==> src/design/rlcm_dly.sv <==
// Enabled delay line that keeps operands aligned with the multiply stages.
`default_nettype none

module rlcm_dly #(
  parameter int unsigned WIDTH = 25,
  parameter int unsigned DEPTH = 1
) (
  input  wire logic             clk_i,
  input  wire logic             en_i,
  input  wire logic [WIDTH-1:0] d_i,
  output logic      [WIDTH-1:0] q_o
);

  logic [WIDTH-1:0] tap_q [DEPTH];

  for (genvar i = 0; i < DEPTH; i++) begin : g_tap
    if (i == 0) begin : g_head
      always_ff @(posedge clk_i) begin
        if (en_i) begin
          tap_q[0] <= d_i;
        end
      end
    end else begin : g_body
      always_ff @(posedge clk_i) begin
        if (en_i) begin
          tap_q[i] <= tap_q[i-1];
        end
      end
    end
  end

  assign q_o = tap_q[DEPTH-1];

endmodule

`default_nettype wire

==> config.mk <==
export PLATFORM = sky130hd
export DESIGN_NAME = rlcm_dly
export DESIGN_NICKNAME = d
export VERILOG_FILES = /design/src/design/rlcm_dly.sv
export SDC_FILE = /design/constraint.sdc
export NUM_CORES = 1
export LEC_CHECK = 0
export BUFFER_PORTS_ARGS = -buffer_cell sky130_fd_sc_hd__buf_2
export CELL_PAD_IN_SITES_DETAIL_PLACEMENT = 1
export CELL_PAD_IN_SITES_GLOBAL_PLACEMENT = 1
export CORE_MARGIN = 2
export CORE_UTILIZATION = 31
export DETAILED_ROUTE_END_ITERATION = 8
export PLACE_DENSITY_LB_ADDON = 0.3
export REMOVE_ABC_BUFFERS = 1
export SLEW_MARGIN = 15
export SYNTH_ARGS = -nofsm -noshare
export SYNTH_HDL_FRONTEND = slang
export SYNTH_SLANG_ARGS = --single-unit
==> constraint.sdc <==
create_clock -name clk_i -period 0.8 [get_ports clk_i]
set_input_delay 0.16 -clock clk_i [delete_from_list [all_inputs] [get_ports clk_i]]
set_output_delay 0.16 -clock clk_i [all_outputs]
set_load 0.02 [all_outputs]
After elaboration in Yosys (flattened, before gate mapping)
Memory sizes are Yosys's and may differ from the RTL's. Cells that the tools add are included.

Register bits: 0. RAM bits: 25. Input bits: 27. Memories kept: 1.

Multiplexer cells: 2.

Memory list: tap_q (words 1, bits a word 25, rd ports 1, clocked after memory_dff 0, write ports 1, RTL line 14) `logic [WIDTH-1:0] tap_q [DEPTH];`.

Operator list (number): $mux W1 (2).

Depth between registers and ports, before layout
Depth after elaboration: 2. Mapped depth: 0. Depth with buffers taken out: 0.

Least setup slack after synthesis
OpenSTA, ideal clock, no wires.

Path type: reg-to-output. Start: memory tap_q[0][0]. End: output q_o[0]. Arrival: 0.449 ns. Required time: 0.640 ns. Setup slack: 0.191 ns. Stages on the path, launching flop included: 1. Path buffers: 0. Cell sequence: edfxtp_1.

Cells in the longest elaborated chain, start to end: 1.

RTL lines: from (decl) (RTL line 14); $mem_v2 Z1 W25; to (decl) (RTL line 11) `output logic [WIDTH-1:0] q_o`.

Every way passes these cells.

Final worst setup path
Start: memory tap_q[0][13]. End: output q_o[13].

The elaborated chain is that of the path after synthesis.

==> results.toml <==
[layout]
nMultiInputCombCells = 0
drive_above_1_share_pct = 55.4
layout_common_cells = "33 x buf_2, 25 x edfxtp_1, 20 x dlygate4sd3_1"
multi_input_area_um2 = 0
nets = 129
top_regs = "tap_q x25"
largest_register = "tap_q"
post-route-util_pct = 62.2
areaGrowthSynthToFinish_pct = 86.7
design_area_um2 = 1400
largest_reg_flops = 25
num_antenna_cells = 0
final_common_cell = "buf_2"

[logic_synthesis]
syn-cell-area_um2 = 751
syn-instance-count = 25
synth_seq_cells = 25
synth_compound_area_share_pct = 0
yosys.area_share.xor_xnor_pct = 0
synth-seq-area-share_pct = 100
ys.warnings.count = 0
synthAdderAreaFrac_pct = 0
synthSimpleGateAreaFrac_pct = 0
ys_types = 1
synthMuxAreaShare_pct = 0
syn_avg_cell_area_um2 = 30.0

[place]
dpl_worst_slack_ps = 43.2
gp_congestion = 0.705
port_buffers = 51
place_area_um2 = 1060

[setup_path]
cp-end-kind = "output pin"
start_kind = "flip-flop"
cpPeakStageDelay_ps = 420
critPathKind = "reg2out"
path_cells = "buf_2"
critical_path.top_delay_family = "flip-flops"
cp_slowest_cell = "edfxtp_1"
crit_arrival_ps = 910
crit_path_max_fanout = 1
worst-path-buf-inv = 1
path_depth = 1
cp.required_ps = 640

[run_status]
violations = "setup timing"
outcome = "complete, but fails checks"

[timing]
finalSetupViolCount = 25
drv_slew = 0
fin_crit_ps = 1070
rsz0062_at_grt = "true"
worstMarginPinSlew_ps = 140
slew_headroom_pct = 90.6
hold_viol = 0
setup_ws_ps = -272
fmax_mhz = 933
min_period_over_period_pct = 134

[floorplanning]
io_pins = 52
die_w_um = 53.2
die-height_um = 53.2
start_util_pct = 33.3
core_um2 = 2250
rows = 17
die-area_um2 = 2830

[worst_hold_path]
hp-class = "in2reg"
hold_depth = 1

[clock_network]
cts-root-buf = "clkbuf_4"
path_clk_slew_ps = 140
post_cts_buffers = 0
cts_buffer_depth = 2
cts_tree = "done"
h-tree-depth = 1
cts_sinks = 25
numCtsBuffers = 3

[routing]
antenna_left = 0
viasPerCell = 4.08
drtIter0Drc = 3
wire_per_inst_um = 15.1
firstDrtPassIters = 3
drc = 0
vias = 526
routed_wl_mm = 1.94

[pwr]
p_clk_share_pct = 20.9
leakage_nw = 0.594
p_int_mw = 2.01
p_switching_mw = 0.631
powerDensity_nw_per_um2 = 1880
ir_drop_v = 0.00150
combPwrFrac_pct = 18.4
p_seq_share_pct = 60.7
p_sw_share_pct = 23.9

[grt]
grt_pass1_wl_mm = 2.08
grt.total_usage_pct = 10.8
antenna_found_initial = 0
grt_max_degree = 26
grt_pass1_vias = 481
overflow = 0

[job]
drv_cap = 0
-- Yosys cell counts, drive strengths merged --
| library cell | n | area (um^2) |
|---|---|---|
| edfxtp | 25 | 751 |
-- layer usage --
layer	GRT usage, %	vias up	routed length (um)
met5	0	-	0
met2	18.7	29	1130
met3	4.24	0	104
li1	-	255	-
met4	2.56	0	0
met1	12.3	242	708
-- layout make-up --
type / instances / area, um^2
Clock inverter: 1 / 5.00
Fill cell: 222 / 853
Sequential cell: 25 / 751
Timing Repair Buffer: 72 / 588
Clock buffer: 3 / 22.5
Tap cell: 28 / 35.0
-- kinds of logic after synthesis --
kind of cell / Yosys count
DFF: 25
-- final timing paths --
path | start | endpoint | slack (ps)
max | tap_q[0][13]$_DFFE_PP_ | q_o[13] | -270
min | d_i[9] | tap_q[0][9]$_DFFE_PP_ | 20
-- power by group through the flow --
stage	combinational (mW)	clock, mW	sequential (mW)
after floorplan	0	0	1.75
after global placement	0.322	0	1.60
after detailed placement	0.328	0	1.61
after CTS	0.360	0.562	1.59
after global routing	0.511	0.638	1.61
final	0.485	0.551	1.60
-- metrics by stage --
step / hold WS, ps / TNS, ps / cells / power (mW)
floorplan: 259 / 0 / 25 / 1.75
global placement: 337 / 0 / 105 / 1.93
detailed placement: 339 / 0 / 105 / 1.94
CTS: 5.33 / -5810 / 109 / 2.51
global route: -14.7 / -6960 / 129 / 2.76
finish: 15.9 / -5690 / 129 / 2.64
-- timing repair --
action,CTS,global route
endpoints found under the setup margin,25,25
hold endpoints to repair,0,20
hold buffers,0,20
gates resized for setup,14,22
Power figures use the tool's default switching activity.
