==> src/design/rlcm_pkg.sv <==
// Shared types, Q1.24 constants and helper functions of the LED channel map.
`default_nettype none

package rlcm_pkg;

  localparam int unsigned Q_W    = 25;
  localparam int unsigned Q_FRAC = 24;
  localparam int unsigned N_STAGES = 11;

  typedef logic [Q_W-1:0] q_t;

  localparam q_t Q_ONE     = 25'h100_0000;
  localparam q_t K_LUMA_R  = 25'd5016387;
  localparam q_t K_LUMA_G  = 25'd9848226;
  localparam q_t K_LUMA_B  = 25'd1912603;
  localparam q_t K_GAIN_06 = 25'd10066330;
  localparam q_t K_GAIN_09 = 25'd15099494;

  typedef struct packed {
    q_t white;
    q_t red;
    q_t green;
    q_t blue;
  } level_t;

  // white sits in the lowest byte of the output word
  typedef struct packed {
    logic [7:0] yellow;
    logic [7:0] blue;
    logic [7:0] green;
    logic [7:0] red;
    logic [7:0] white;
  } drive_t;

  // round(c * 2^24 / 255) equals c * 65793 plus one for the upper half
  function automatic q_t norm8(input logic [7:0] c);
    return q_t'({c, c, c}) + q_t'(c[7]);
  endfunction

  // floor(v * 255), clipped at one
  function automatic logic [7:0] to_byte(input q_t v);
    logic [32:0] t;
    t = {v, 8'b0} - {8'b0, v};
    if (v > Q_ONE) begin
      return 8'hFF;
    end
    return t[31:24];
  endfunction

endpackage

`default_nettype wire

==> src/design/rlcm_qmul.sv <==
// Registered Q1.24 multiply, product truncated to 24 fraction bits.
`default_nettype none

module rlcm_qmul
  import rlcm_pkg::*;
(
  input  wire logic clk_i,
  input  wire logic en_i,
  input  wire q_t   a_i,
  input  wire q_t   b_i,
  output q_t        p_o
);

  logic [2*Q_W-1:0] prod;
  q_t               p_q;

  assign prod = a_i * b_i;

  always_ff @(posedge clk_i) begin
    if (en_i) begin
      p_q <= prod[Q_FRAC+Q_W-1:Q_FRAC];
    end
  end

  assign p_o = p_q;

endmodule

`default_nettype wire

==> config.mk <==
export PLATFORM = sky130hd
export DESIGN_NAME = rlcm_qmul
export DESIGN_NICKNAME = d
export VERILOG_FILES = /design/src/design/rlcm_pkg.sv /design/src/design/rlcm_qmul.sv
export SDC_FILE = /design/constraint.sdc
export NUM_CORES = 1
export LEC_CHECK = 0
export ABC_AREA = 1
export BUFFER_PORTS_ARGS = -buffer_cell sky130_fd_sc_hd__clkbuf_2
export CAP_MARGIN = 20
export CORE_MARGIN = 3
export CORE_UTILIZATION = 60
export DETAILED_ROUTE_END_ITERATION = 10
export GPL_TIMING_DRIVEN = 0
export PLACE_DENSITY = 0.81
export SLEW_MARGIN = 20
export SYNTH_ARGS = -nofsm -noshare
export SYNTH_HDL_FRONTEND = slang
export SYNTH_SLANG_ARGS = --single-unit
==> constraint.sdc <==
create_clock -name clk_i -period 6.6 [get_ports clk_i]
set_clock_uncertainty 0.05 [all_clocks]
set_input_delay 0.66 -clock clk_i [delete_from_list [all_inputs] [get_ports clk_i]]
set_output_delay 0.66 -clock clk_i [all_outputs]
set_load 0.01 [all_outputs]
# After elaboration in Yosys (flattened, before gate mapping)
# Cells that the tools add are included.
dict set report word_totals {
  reg_bits 25
  word_cells 2
  output_inout_bits 25
  inputBits 52
}
dict set report classes {
  n_mul 1
}
# cell count
set ops {}
lappend ops {{$mul A25 B25 Y49} 1}

# Longest topological paths before layout
dict set report depth {
  depth_word 1
  mapped_depth 30
}

# Worst setup path before layout
# OpenSTA, ideal clock, no wires.
dict set report synth_path {
  kind {input -> register}
  startpoint {input port b_i[4]}
  endpoint {register p_q[20], in the netlist p_o[20] (data pin)}
  t_arrival_ps 6158
  path_buffers 2
  required_ps 6297
  setup_ps 253
  path_slack_ps 139
  cell_stages 27
  cell_sequence {clkbuf_1 -> clkbuf_1 -> nand2_1 -> fa_1 -> inv_1 -> fa_1 -> inv_1 -> fa_1 -> inv_1 -> fa_1 -> inv_1 -> fa_1 -> inv_1 -> fa_1 -> inv_1 -> fa_1 -> inv_1 -> ha_1 -> nand2_1 -> nor2_1 -> inv_1 -> nor2_1 -> inv_1 -> nor3_1 -> nand2_1 -> nand4_1 -> nand2_1}
}
dict set report synth_via {
  elab_chain_cells 1
}
# element line_no
set synth_rtl {}
lappend synth_rtl {{start, declared} rlcm_qmul.sv:10} ;# input wire q_t b_i,
lappend synth_rtl {{$mul A25 B25 Y49} rlcm_qmul.sv:17} ;# assign prod = a_i * b_i;
lappend synth_rtl {{named net prod[44]} rlcm_qmul.sv:14} ;# logic [2*Q_W-1:0] prod;
lappend synth_rtl {{end signal, assigned} rlcm_qmul.sv:21} ;# p_q <= prod[Q_FRAC+Q_W-1:Q_FRAC];
lappend synth_rtl {{end, declared} rlcm_qmul.sv:15} ;# q_t p_q;
# The timed path passes the listed nets, and every way through them passes these cells.
# A chain may end at the register's enable or synchronous reset.

# Worst setup path after layout
dict set report layout_path {
  startpoint {input port a_i[1]}
  endpoint {register p_q[14], in the netlist p_o[14] (data pin)}
}
dict set report layout_via {
  elab_chain_cells 1
}
# element line_no
set layout_rtl {}
lappend layout_rtl {{start, declared} rlcm_qmul.sv:9} ;# input wire q_t a_i,
lappend layout_rtl {{$mul A25 B25 Y49} rlcm_qmul.sv:17}
lappend layout_rtl {{named net prod[38]} rlcm_qmul.sv:14}
# The timed path passes the listed nets, and every way through them passes these cells.

==> metrics.csv <==
metric,value,unit
"Buf+Inv Stages, Crit Path",5,
hold crit path type,in -> reg,
max reg flops,25,
Final Cell Area,24730,um^2
"commonest non-fill, non-tap cell in the layout",inv_1,
Max-Cap Viols,0,
global routing's busiest layer,met2,
met2 usage,58.64,%
grt ovf,0,
largest net degree at the start of global routing,26,
root buffer cell,clkbuf_16,
fill cell count,2977,
min Tclk post-route,6.557,ns
Main synth FF type,edfxtp_1,
CP Data Arrival Time,6.51,ns
CTS Hold Bufs,0,
"area leader, netlist",fa_1,
Placement Cell Area,22870,um^2
ys async rst share,0,%
startpoint types,primary input,
drt pass-1 iters,9,
htree depth,1,
Setup CP Type,in -> reg,
Initial Util,61.51,%
fraction of layout instances using a drive strength above 1,9.519,%
core area,36000,um^2
Area contributors post-synth,"fa_1 47%, inv_1 16%, nand2_1 14%",
TritonCTS clock tree,yes,
hold_sp,en_i,
die width,198.1,um
clock slew at reported path FFs,0.06,ns
status,completed,
critical path startpoint,a_i[1],
first-pass GRT wire length,113900,um
Post-synth EDFFs,25,
distinct cell type count after synthesis,28,
Final nets,3727,
RSZ-0062 raised after global routing,true,
io pins,77,
Max Fclk,152.5,MHz
routability cong.,1.039,
Post-Syn Area,22140,um^2
CP top delay family,adder cells,
Clock Path Buffers,2,
syn_area_per_cell,7.557,um^2
crit-path max cell delay,0.56,ns
CTS sink cnt,25,
DRT Wirelength,74580,um
Port Buffers,30,
met3 global-route usage,11.59,%
WHS,1.030,ns
#FFs+latches synth,25,
routed len/inst,21.71,um
DP Wirelength,62480,um
endpoint type of the worst setup path,flop,
final count of hold timing violations,0,
Yosys warning total,0,
vias in the first global route,19905,
most frequent CP cell,fa_1,
final non-filler cell total,3435,
"Area growth, synth to finish",11.67,%
routed via count,19012,
WHS Path Cells,1,
Yosys top cell area share,47.38,%
synthesized instance count,2930,
Placed Cells,3421,
met1 Track Usage GR,52.00,%
Max-slew headroom,54.87,%
period utilization,99.35,%
"Seq/Total Area, Yosys",3.390,%
initial antenna violation count,1,
GRT Total Usage,39.13,%
Synthesized Nets,3683,
Crit path depth,21,
Worst Tran Pin Value,0.6770,ns
"commonest cells after routing, fill and taps aside","962 x inv_1, 791 x nand2_1, 512 x fa_1, 161 x ha_1, 61 x nor2_1",
die area,39250,um^2
Final ANT Viol Nets,0,
worst-path cell chain,clkbuf_2 > clkbuf_4 > nand2_1 > inv_1 > fa_1 > fa_1 > fa_1 > fa_1 > fa_2 > fa_1 > inv_1 > fa_1 > inv_1 > ha_4 > nand2_4 > nor2_2 > nand2_1 > nor2_2 > nand4_1 > nand4_1 > nand2_1,
CP max FO,10,
Num CTS Buffers,3,
required time of the worst setup path,6.55,ns
DIE HEIGHT,198.1,um
Final Max Tran Viols,0,
FP Rows,69,
DRC Markers,0,
via/cell ratio,5.535,
Starting DRT DRC Count,2099,
Crit-path slowest cell,fa_1,
Finish-stage setup viols,0,
post-layout util,68.68,%
[routing by layer]
| metal | routed length, um | part of all wire [%] |
|---|---|---|
| met4 | 5107 | 6.8 |
| met1 | 26590 | 36 |
| met5 | 0 | 0 |
| met3 | 10660 | 14 |
| met2 | 32230 | 43 |
[cell type report]
class                           count  area, um^2  share of cell area, %
Multi-Input combinational cell   1796       17700                  71.59
Inverter                          963        3615                  14.62
Buffer                            146        1768                  7.150
Sequential cell                    25       750.7                  3.036
Tap cell                          461       576.8                  2.333
Timing Repair Buffer               39       234.0                 0.9463
Clock buffer                        4       78.83                 0.3188
Antenna cell                        1       2.502                0.01012
[cells in the mapped netlist, types with 8 or more instances]
cell and instances:
a21oi_1 67, clkbuf_1 140, edfxtp_1 25, fa_1 524, ha_1 177, inv_1 963, nand2_1 804, nand3_1 30
nand4_1 17, nor2_1 83, nor3_1 9, o21ai_0 39, o21bai_1 8
[stage by stage]
| stage | worst slack [ns] | TNS [ns] |
|---|---|---|
| 2_1_floorplan | 0.1390 | 0 |
| 3_3_place_gp | -1.295 | -28.61 |
| 3_5_place_dp | -1.285 | -28.94 |
| 4_1_cts | -0.01268 | -0.01647 |
| 5_1_grt | -0.06055 | -0.3009 |
| 6_report | 0.04258 | 0 |
[worst paths after layout]
kind                end  slack, ns
min   p_o[21]$_DFFE_PP_       1.03
max   p_o[14]$_DFFE_PP_       0.04
[cell families (layout without fill, tap and decap cells)]
group / count (synthesis) / count (layout) / synth area share [%]
compound gates: 128 / 128 / 3.147
other cells: 0 / 1 / 0
buf+inv: 1109 / 1152 / 18.83
fa+ha+maj: 701 / 701 / 57.38
simple gates: 954 / 954 / 16.74
xor+xnor: 13 / 13 / 0.5142
flops: 25 / 25 / 3.390
[what timing repair did]
item / CTS / global route
endpoints found under the setup margin: 25 / 25
resized for setup: 345 / 281
cloned: 0 / 1
buffers inserted: 0 / 8
pin swaps: 2 / 30
Power is left out: the tool's default activity adds up to more than one toggle a clock period on the data nets, which glitch-free logic cannot reach.
