## config.mk

```make
export PLATFORM = sky130hd
export DESIGN_NAME = rlcm_outbuf
export DESIGN_NICKNAME = d
export VERILOG_FILES = /design/src/design/rlcm_pkg.sv /design/src/design/rlcm_outbuf.sv
export SDC_FILE = /design/constraint.sdc
export NUM_CORES = 1
export LEC_CHECK = 0
export BUFFER_PORTS_ARGS = -buffer_cell sky130_fd_sc_hd__buf_2
export CAP_MARGIN = 5
export CELL_PAD_IN_SITES_DETAIL_PLACEMENT = 0
export CELL_PAD_IN_SITES_GLOBAL_PLACEMENT = 1
export CORE_ASPECT_RATIO = 1.5
export CORE_MARGIN = 4
export CORE_UTILIZATION = 48
export CTS_BUF_LIST = sky130_fd_sc_hd__clkbuf_4 sky130_fd_sc_hd__clkbuf_8
export CTS_CLUSTER_SIZE = 24
export DETAILED_ROUTE_END_ITERATION = 6
export HOLD_SLACK_MARGIN = 0.02
export PLACE_DENSITY = 0.95
export SLEW_MARGIN = 0
export SYNTH_ARGS = -nofsm -noshare
export SYNTH_HDL_FRONTEND = slang
export SYNTH_SLANG_ARGS = --single-unit
```

## constraint.sdc

```tcl
create_clock -name clk_i -period 10.65 [get_ports clk_i]
set_input_delay 1.065 -clock clk_i [delete_from_list [all_inputs] [get_ports clk_i]]
set_output_delay 1.065 -clock clk_i [all_outputs]
set_load 0.005 [all_outputs]
```

## src/design/rlcm_pkg.sv

```systemverilog
// Shared types, Q1.24 constants and helper functions of the LED channel map.
`default_nettype none

package rlcm_pkg;

  localparam int unsigned Q_W    = 25;
  localparam int unsigned Q_FRAC = 24;
  localparam int unsigned N_STAGES = 11;

  typedef logic [Q_W-1:0] q_t;

  localparam q_t Q_ONE     = 25'h100_0000;
  localparam q_t K_LUMA_R  = 25'd5016387;
  localparam q_t K_LUMA_G  = 25'd9848226;
  localparam q_t K_LUMA_B  = 25'd1912603;
  localparam q_t K_GAIN_06 = 25'd10066330;
  localparam q_t K_GAIN_09 = 25'd15099494;

  typedef struct packed {
    q_t white;
    q_t red;
    q_t green;
    q_t blue;
  } level_t;

  // white sits in the lowest byte of the output word
  typedef struct packed {
    logic [7:0] yellow;
    logic [7:0] blue;
    logic [7:0] green;
    logic [7:0] red;
    logic [7:0] white;
  } drive_t;

  // round(c * 2^24 / 255) equals c * 65793 plus one for the upper half
  function automatic q_t norm8(input logic [7:0] c);
    return q_t'({c, c, c}) + q_t'(c[7]);
  endfunction

  // floor(v * 255), clipped at one
  function automatic logic [7:0] to_byte(input q_t v);
    logic [32:0] t;
    t = {v, 8'b0} - {8'b0, v};
    if (v > Q_ONE) begin
      return 8'hFF;
    end
    return t[31:24];
  endfunction

endpackage

`default_nettype wire

```

## src/design/rlcm_outbuf.sv

```systemverilog
// Byte conversion, yellow difference and output register with skid word.
`default_nettype none

module rlcm_outbuf
  import rlcm_pkg::*;
(
  input  wire logic   clk_i,
  input  wire logic   rst_ni,
  input  wire logic   valid_i,
  input  wire level_t level_i,
  output logic        pipe_en_o,
  output logic        m_valid_o,
  input  wire logic   m_ready_i,
  output drive_t      m_data_o
);

  q_t     yellow;
  drive_t drive;
  logic   push, pop;

  logic   out_valid_q, out_valid_d;
  logic   skid_valid_q, skid_valid_d;
  drive_t out_data_q, out_data_d;
  drive_t skid_data_q, skid_data_d;

  // clip the difference at zero
  assign yellow = (level_i.white < level_i.blue) ? '0 : level_i.white - level_i.blue;

  always_comb begin
    drive.white  = to_byte(level_i.white);
    drive.red    = to_byte(level_i.red);
    drive.green  = to_byte(level_i.green);
    drive.blue   = to_byte(level_i.blue);
    drive.yellow = to_byte(yellow);
  end

  // freeze the pipeline only while the skid word is occupied
  assign pipe_en_o = !skid_valid_q;
  assign push      = valid_i && pipe_en_o;
  assign pop       = out_valid_q && m_ready_i;

  always_comb begin
    out_valid_d  = out_valid_q;
    skid_valid_d = skid_valid_q;
    out_data_d   = out_data_q;
    skid_data_d  = skid_data_q;
    if (skid_valid_q) begin
      if (pop) begin
        out_data_d   = skid_data_q;
        skid_valid_d = 1'b0;
      end
    end else if (!out_valid_q || pop) begin
      out_valid_d = push;
      out_data_d  = drive;
    end else if (push) begin
      skid_valid_d = 1'b1;
      skid_data_d  = drive;
    end
  end

  always_ff @(posedge clk_i or negedge rst_ni) begin
    if (!rst_ni) begin
      out_valid_q  <= 1'b0;
      skid_valid_q <= 1'b0;
    end else begin
      out_valid_q  <= out_valid_d;
      skid_valid_q <= skid_valid_d;
    end
  end

  always_ff @(posedge clk_i) begin
    out_data_q  <= out_data_d;
    skid_data_q <= skid_data_d;
  end

  assign m_valid_o = out_valid_q;
  assign m_data_o  = out_data_q;

endmodule

`default_nettype wire

```

== Word level (Yosys, flattened, before mapping) ==
Index checks and enable logic that the tools add are counted.

* Register bits: 82
* Input port bits: 104
* Output and inout bits: 42
* Logic and storage cells: 59

* Add/sub/neg operators: 6
* Order comparisons: 6
* Equal/unequal tests: 1
* Mux-type cells: 23
* Bitwise operators: 2
* Reduce and logical (&&, ||, !) cells: 9

{| class="wikitable"
|+ Operators with widths
! kind !! count
|-
| 32-bit by 25-bit subtractor with 32-bit output || 5
|-
| 25-bit greater-than comparator (second input constant) || 5
|-
| 40-bit 2-to-1 mux || 3
|-
| 8-bit 2-to-1 mux || 10
|-
| 25-bit < comparator || 1
|-
| 25-bit 2-to-1 mux || 1
|-
| 25-bit subtractor || 1
|-
| 1-bit 2-to-1 mux || 9
|-
| 2-bit AND reduction || 2
|-
| 3-bit AND reduction || 1
|-
| 1-bit logical AND || 2
|-
| 1-bit logical NOT || 2
|-
| 2-bit inequality test (second input constant) || 1
|-
| 1-bit inverter || 2
|-
| 2-bit nonzero test || 1
|-
| 1-bit logical OR || 1
|}

== Depth between registers and ports, before layout ==
* Depth in word-level cells: 7
* Depth in mapped cells: 22
* Mapped depth without buffers: 22

== Least setup slack after synthesis ==
No wires, ideal clock.

* Kind: input-to-reg
* From: in m_ready_i
* To: reg skid_data_q[0] (netlist name) (enable)
* Setup time: 0.539 ns
* Arrival: 4.982 ns
* Required time: 10.111 ns
* Path slack: 5.129 ns
* Stages on the path: 1
* Buffers on the path: 0
* Path through: nor4bb_1

* Longest elaborated chain between the ends: 4

{| class="wikitable"
|+ Ends and longest elaborated chain
! element !! RTL line !! source
|-
| start, declared || rlcm_outbuf.sv:13 || <nowiki>input wire logic m_ready_i,</nowiki>
|-
| 1-bit logical AND || rlcm_outbuf.sv:40 || <nowiki>assign pop = out_valid_q && m_ready_i;</nowiki>
|-
| 1-bit logical OR || rlcm_outbuf.sv:52 || <nowiki>end else if (!out_valid_q || pop) begin</nowiki>
|-
| 1-bit inverter (no source line) || -- ||
|-
| 3-bit AND reduction (no source line) || -- ||
|-
| end signal, assigned || rlcm_outbuf.sv:73 || <nowiki>skid_data_q <= skid_data_d;</nowiki>
|-
| end, declared || rlcm_outbuf.sv:24 || <nowiki>drive_t skid_data_q, skid_data_d;</nowiki>
|}

No other way between the ends.
A chain may end at the register's enable or synchronous reset.

==> impl_metrics.json <==
{
  "status": "complete, no violations",
  "start_kind": "primary input",
  "drt_first_pass_iters": 5,
  "clockPowerShare_pct": 15.3,
  "clockBufferDepth": 2,
  "reg2reg_slack_ns": 8.74,
  "fin_tns_setup_ns": 0,
  "setup_violations": 0,
  "layout.cells.non_filler": 1447,
  "cts_hold_buf": 0,
  "routedWlPerCell_um": 18.2,
  "diodes": 0,
  "finalHoldViolCount": 0,
  "ioPinCount": 146,
  "power_density_nw_per_um2": 148,
  "num_rows": 61,
  "synth_async_sr_flop_share_pct": 2.44,
  "yosysSeqAreaShare_pct": 27.3,
  "die_h_um": 176,
  "syn2layout_area_growth_pct": 13.5,
  "multi_input_area_um2": 6080,
  "syn_nets": 1262,
  "p_comb_share_pct": 50.4,
  "yosys_register_bits": 82,
  "synth_edf_count": 80,
  "cts-root-buf": "clkbuf_8",
  "ir_worst_vdd_v": 0.0000782,
  "path_clk_slew_ns": 0.08,
  "grt_pass1_vias": 8533,
  "die_w_um": 120,
  "seqCellArea_um2": 2450,
  "crit_type": "primary input to flip-flop",
  "slew_headroom_pct": 39.1,
  "overflow": 0,
  "p_seq_share_pct": 34.3,
  "swShare_pct": 38.3,
  "drt-met1-wl_um": 10500,
  "wl_met2_um": 13500,
  "synth_flop_cell": "edfxtp_1",
  "cp.arrival_ns": 5.56,
  "cts_tree": "yes",
  "ant_nets": 0,
  "clk_latency_ns": 0.34,
  "coreArea_um2": 18500,
  "layout_worst_path_cycle_share_pct": 51.3,
  "max_cap_violations": 0,
  "post_cts_buffers": 0,
  "reg2regPathDepth": 2,
  "grt_usage_pct": 24.4,
  "grt_pass1_wl_um": 41900,
  "cts-resized-gates": 0,
  "num-nets-final": 1404,
  "cts-buffers-inserted": 9,
  "cp_data_required_time_ns": 10.75,
  "slew_violations": 0,
  "wl_met3_um": 1240,
  "routed.top_layer": "met5",
  "hold_class": "primary input to asynchronous set/reset pin",
  "antenna_found_initial": 1,
  "fmax_ghz": 0.183,
  "critPathCaptureType": "flip-flop",
  "final_util_pct": 55.3,
  "skew_ns": 0.0121,
  "cts.sinks": 82,
  "fill_cells": 1753,
  "htree_num_levels": 3,
  "worst_pin_slew_ns": 0.912,
  "reg2reg_to": "m_data_o[7]",
  "worstPathMaxFanout": 16,
  "syn_avg_cell_area_um2": 8.58,
  "drtIter0Drc": 483,
  "syn_area_um2": 9000,
  "initial_utilization_pct": 48.7,
  "rsz0062_at_grt": "no",
  "vias": 8779,
  "grt_max_degree": 48,
  "placed_cells": 1431,
  "route.detailed.drc": 0,
  "hpwl_um": 21900,
  "drive_above_1_share_pct": 19.4,
  "reg2reg_from": "skid_valid_q",
  "fin_crit_ns": 5.46,
  "drt-vias-per-instance": 6.07,
  "yosysWarnings": 0,
  "synthCells": 1048,
  "routed_wl_um": 26300,
  "p_switching_uw": 580,
  "power_leakage_uw": 0.00453,
  "gp_congestion": 1.04,
  "synth.distinct_cells": 84,
  "internal_power_uw": 934,
  "die_area_um2": 21000,
  "portBuffers": 145
}
==> flip-flops by register name, summed over array words and instances (netlist names) <==
name          cells
m_data_o         40
m_valid_o         1
skid_data_q      40
skid_valid_q      1
==> logic make-up after synthesis <==
logic type | Yosys count | share of synthesized area, %
muxes | 31 | 3.88
adders and majority gates | 110 | 15.4
buffers and inverters | 124 | 5.47
AOI/OAI and AO/OA | 355 | 26.9
and+or+nand+nor | 317 | 18.3
DFF | 82 | 27.3
xor gates and xnor gates | 29 | 2.82
==> power by group through the flow <==
stage	logic (µW)	clock network (µW)	registers, µW
6_report	762	232	519
5_1_grt	841	254	528
4_1_cts	764	239	521
3_5_place_dp	759	0	528
3_3_place_gp	752	0	523
2_1_floorplan	504	0	539
==> per-stage QoR <==
stage / setup slack, ns / hold WS [ns] / instance area (µm²) / total power (µW)
finish: 5.19 / 0.487 / 10200 / 1510
global route: 4.82 / 0.469 / 10200 / 1620
CTS: 5.27 / 0.465 / 10200 / 1520
detailed placement: 4.92 / 0.533 / 10000 / 1290
global placement: 5.01 / 0.528 / 10000 / 1280
floorplan: 5.13 / 0.525 / 9000 / 1040
==> placed cells by master (no fill, tap or decap), types with 5 or more instances in the layout <==
cell type / count
clkbuf_8: 11
a21o_1: 48
o21a_1: 14
o31ai_1: 5
xnor2_1: 23
o211ai_1: 17
and3_1: 10
a21oi_1: 83
a32oi_1: 6
ha_1: 109
buf_2: 145
a211oi_1: 17
inv_1: 105
or3_1: 8
or2_2: 7
xor2_1: 6
nor2b_1: 10
o2111ai_1: 7
a211o_1: 6
mux2_2: 31
nand3_1: 41
and2_1: 8
nand2b_1: 15
a2bb2oi_1: 7
nand2_1: 84
o21ai_1: 8
a21boi_0: 7
nand4_1: 22
nor4_1: 29
o21bai_1: 5
a31oi_1: 12
nor2_1: 42
nor3_1: 18
o21ai_0: 64
edfxtp_1: 80
==> cell type report <==
cell class	instances	share of cell area, %
multi-input cells	842	59.5
flip-flops and latches	82	24.0
repair buffers	149	7.40
inverters	106	3.90
well taps	252	3.09
clock buffers	12	1.56
clock inverters	4	0.502
==> worst max-delay path: stages <==
cell and delay [ns]:
buf_2 0.13, inv_1 0.07, ha_1 0.56, a21oi_1 0.16, o21ai_0 0.45, nor2_1 0.07, and3_1 0.19, a2111o_1 0.44
or2_2 0.33, ha_1 0.35, nand4_1 0.17, nand2b_1 0.18, o22ai_1 0.15, a21o_1 0.13, a31oi_1 0.05, o32ai_1 0.47
nand2b_1 0.20, nand3_1 0.11, mux2_2 0.28
==> worst max path at each step <==
| stage | start | endpoint | slack, ns |
|---|---|---|---|
| after detailed placement | level_i[16] | m_data_o[35] | 4.92 |
| after global routing | level_i[16] | m_data_o[35] | 4.82 |
| final | level_i[16] | m_data_o[35] | 5.19 |
| after global placement | level_i[16] | m_data_o[35] | 5.01 |
| after CTS | level_i[16] | m_data_o[35] | 5.27 |
| after floorplan | m_ready_i | skid_data_q[0] | 5.13 |
==> Yosys cell counts (18+ instances only) <==
cell type | count | area share [%]
a21o_1 | 48 | 4.0
a21oi_1 | 83 | 4.6
edfxtp_1 | 80 | 27
ha_1 | 109 | 15
inv_1 | 106 | 4.4
mux2_2 | 31 | 3.9
nand2_1 | 84 | 3.5
nand3_1 | 41 | 2.3
nand4_1 | 22 | 1.5
nor2_1 | 42 | 1.8
nor3_1 | 18 | 1.0
nor4_1 | 29 | 2.0
o21ai_0 | 65 | 3.6
xnor2_1 | 23 | 2.2
==> metal layers <==
| metal | up-vias | track usage (%) |
|---|---|---|
| met5 | - | 0 |
| met2 | 288 | 45.5 |
| met4 | 2 | 11.0 |
| li1 | 4303 | - |
| met3 | 65 | 2.74 |
| met1 | 4121 | 27.8 |
No activity file was read; power rests on OpenSTA's default activity.
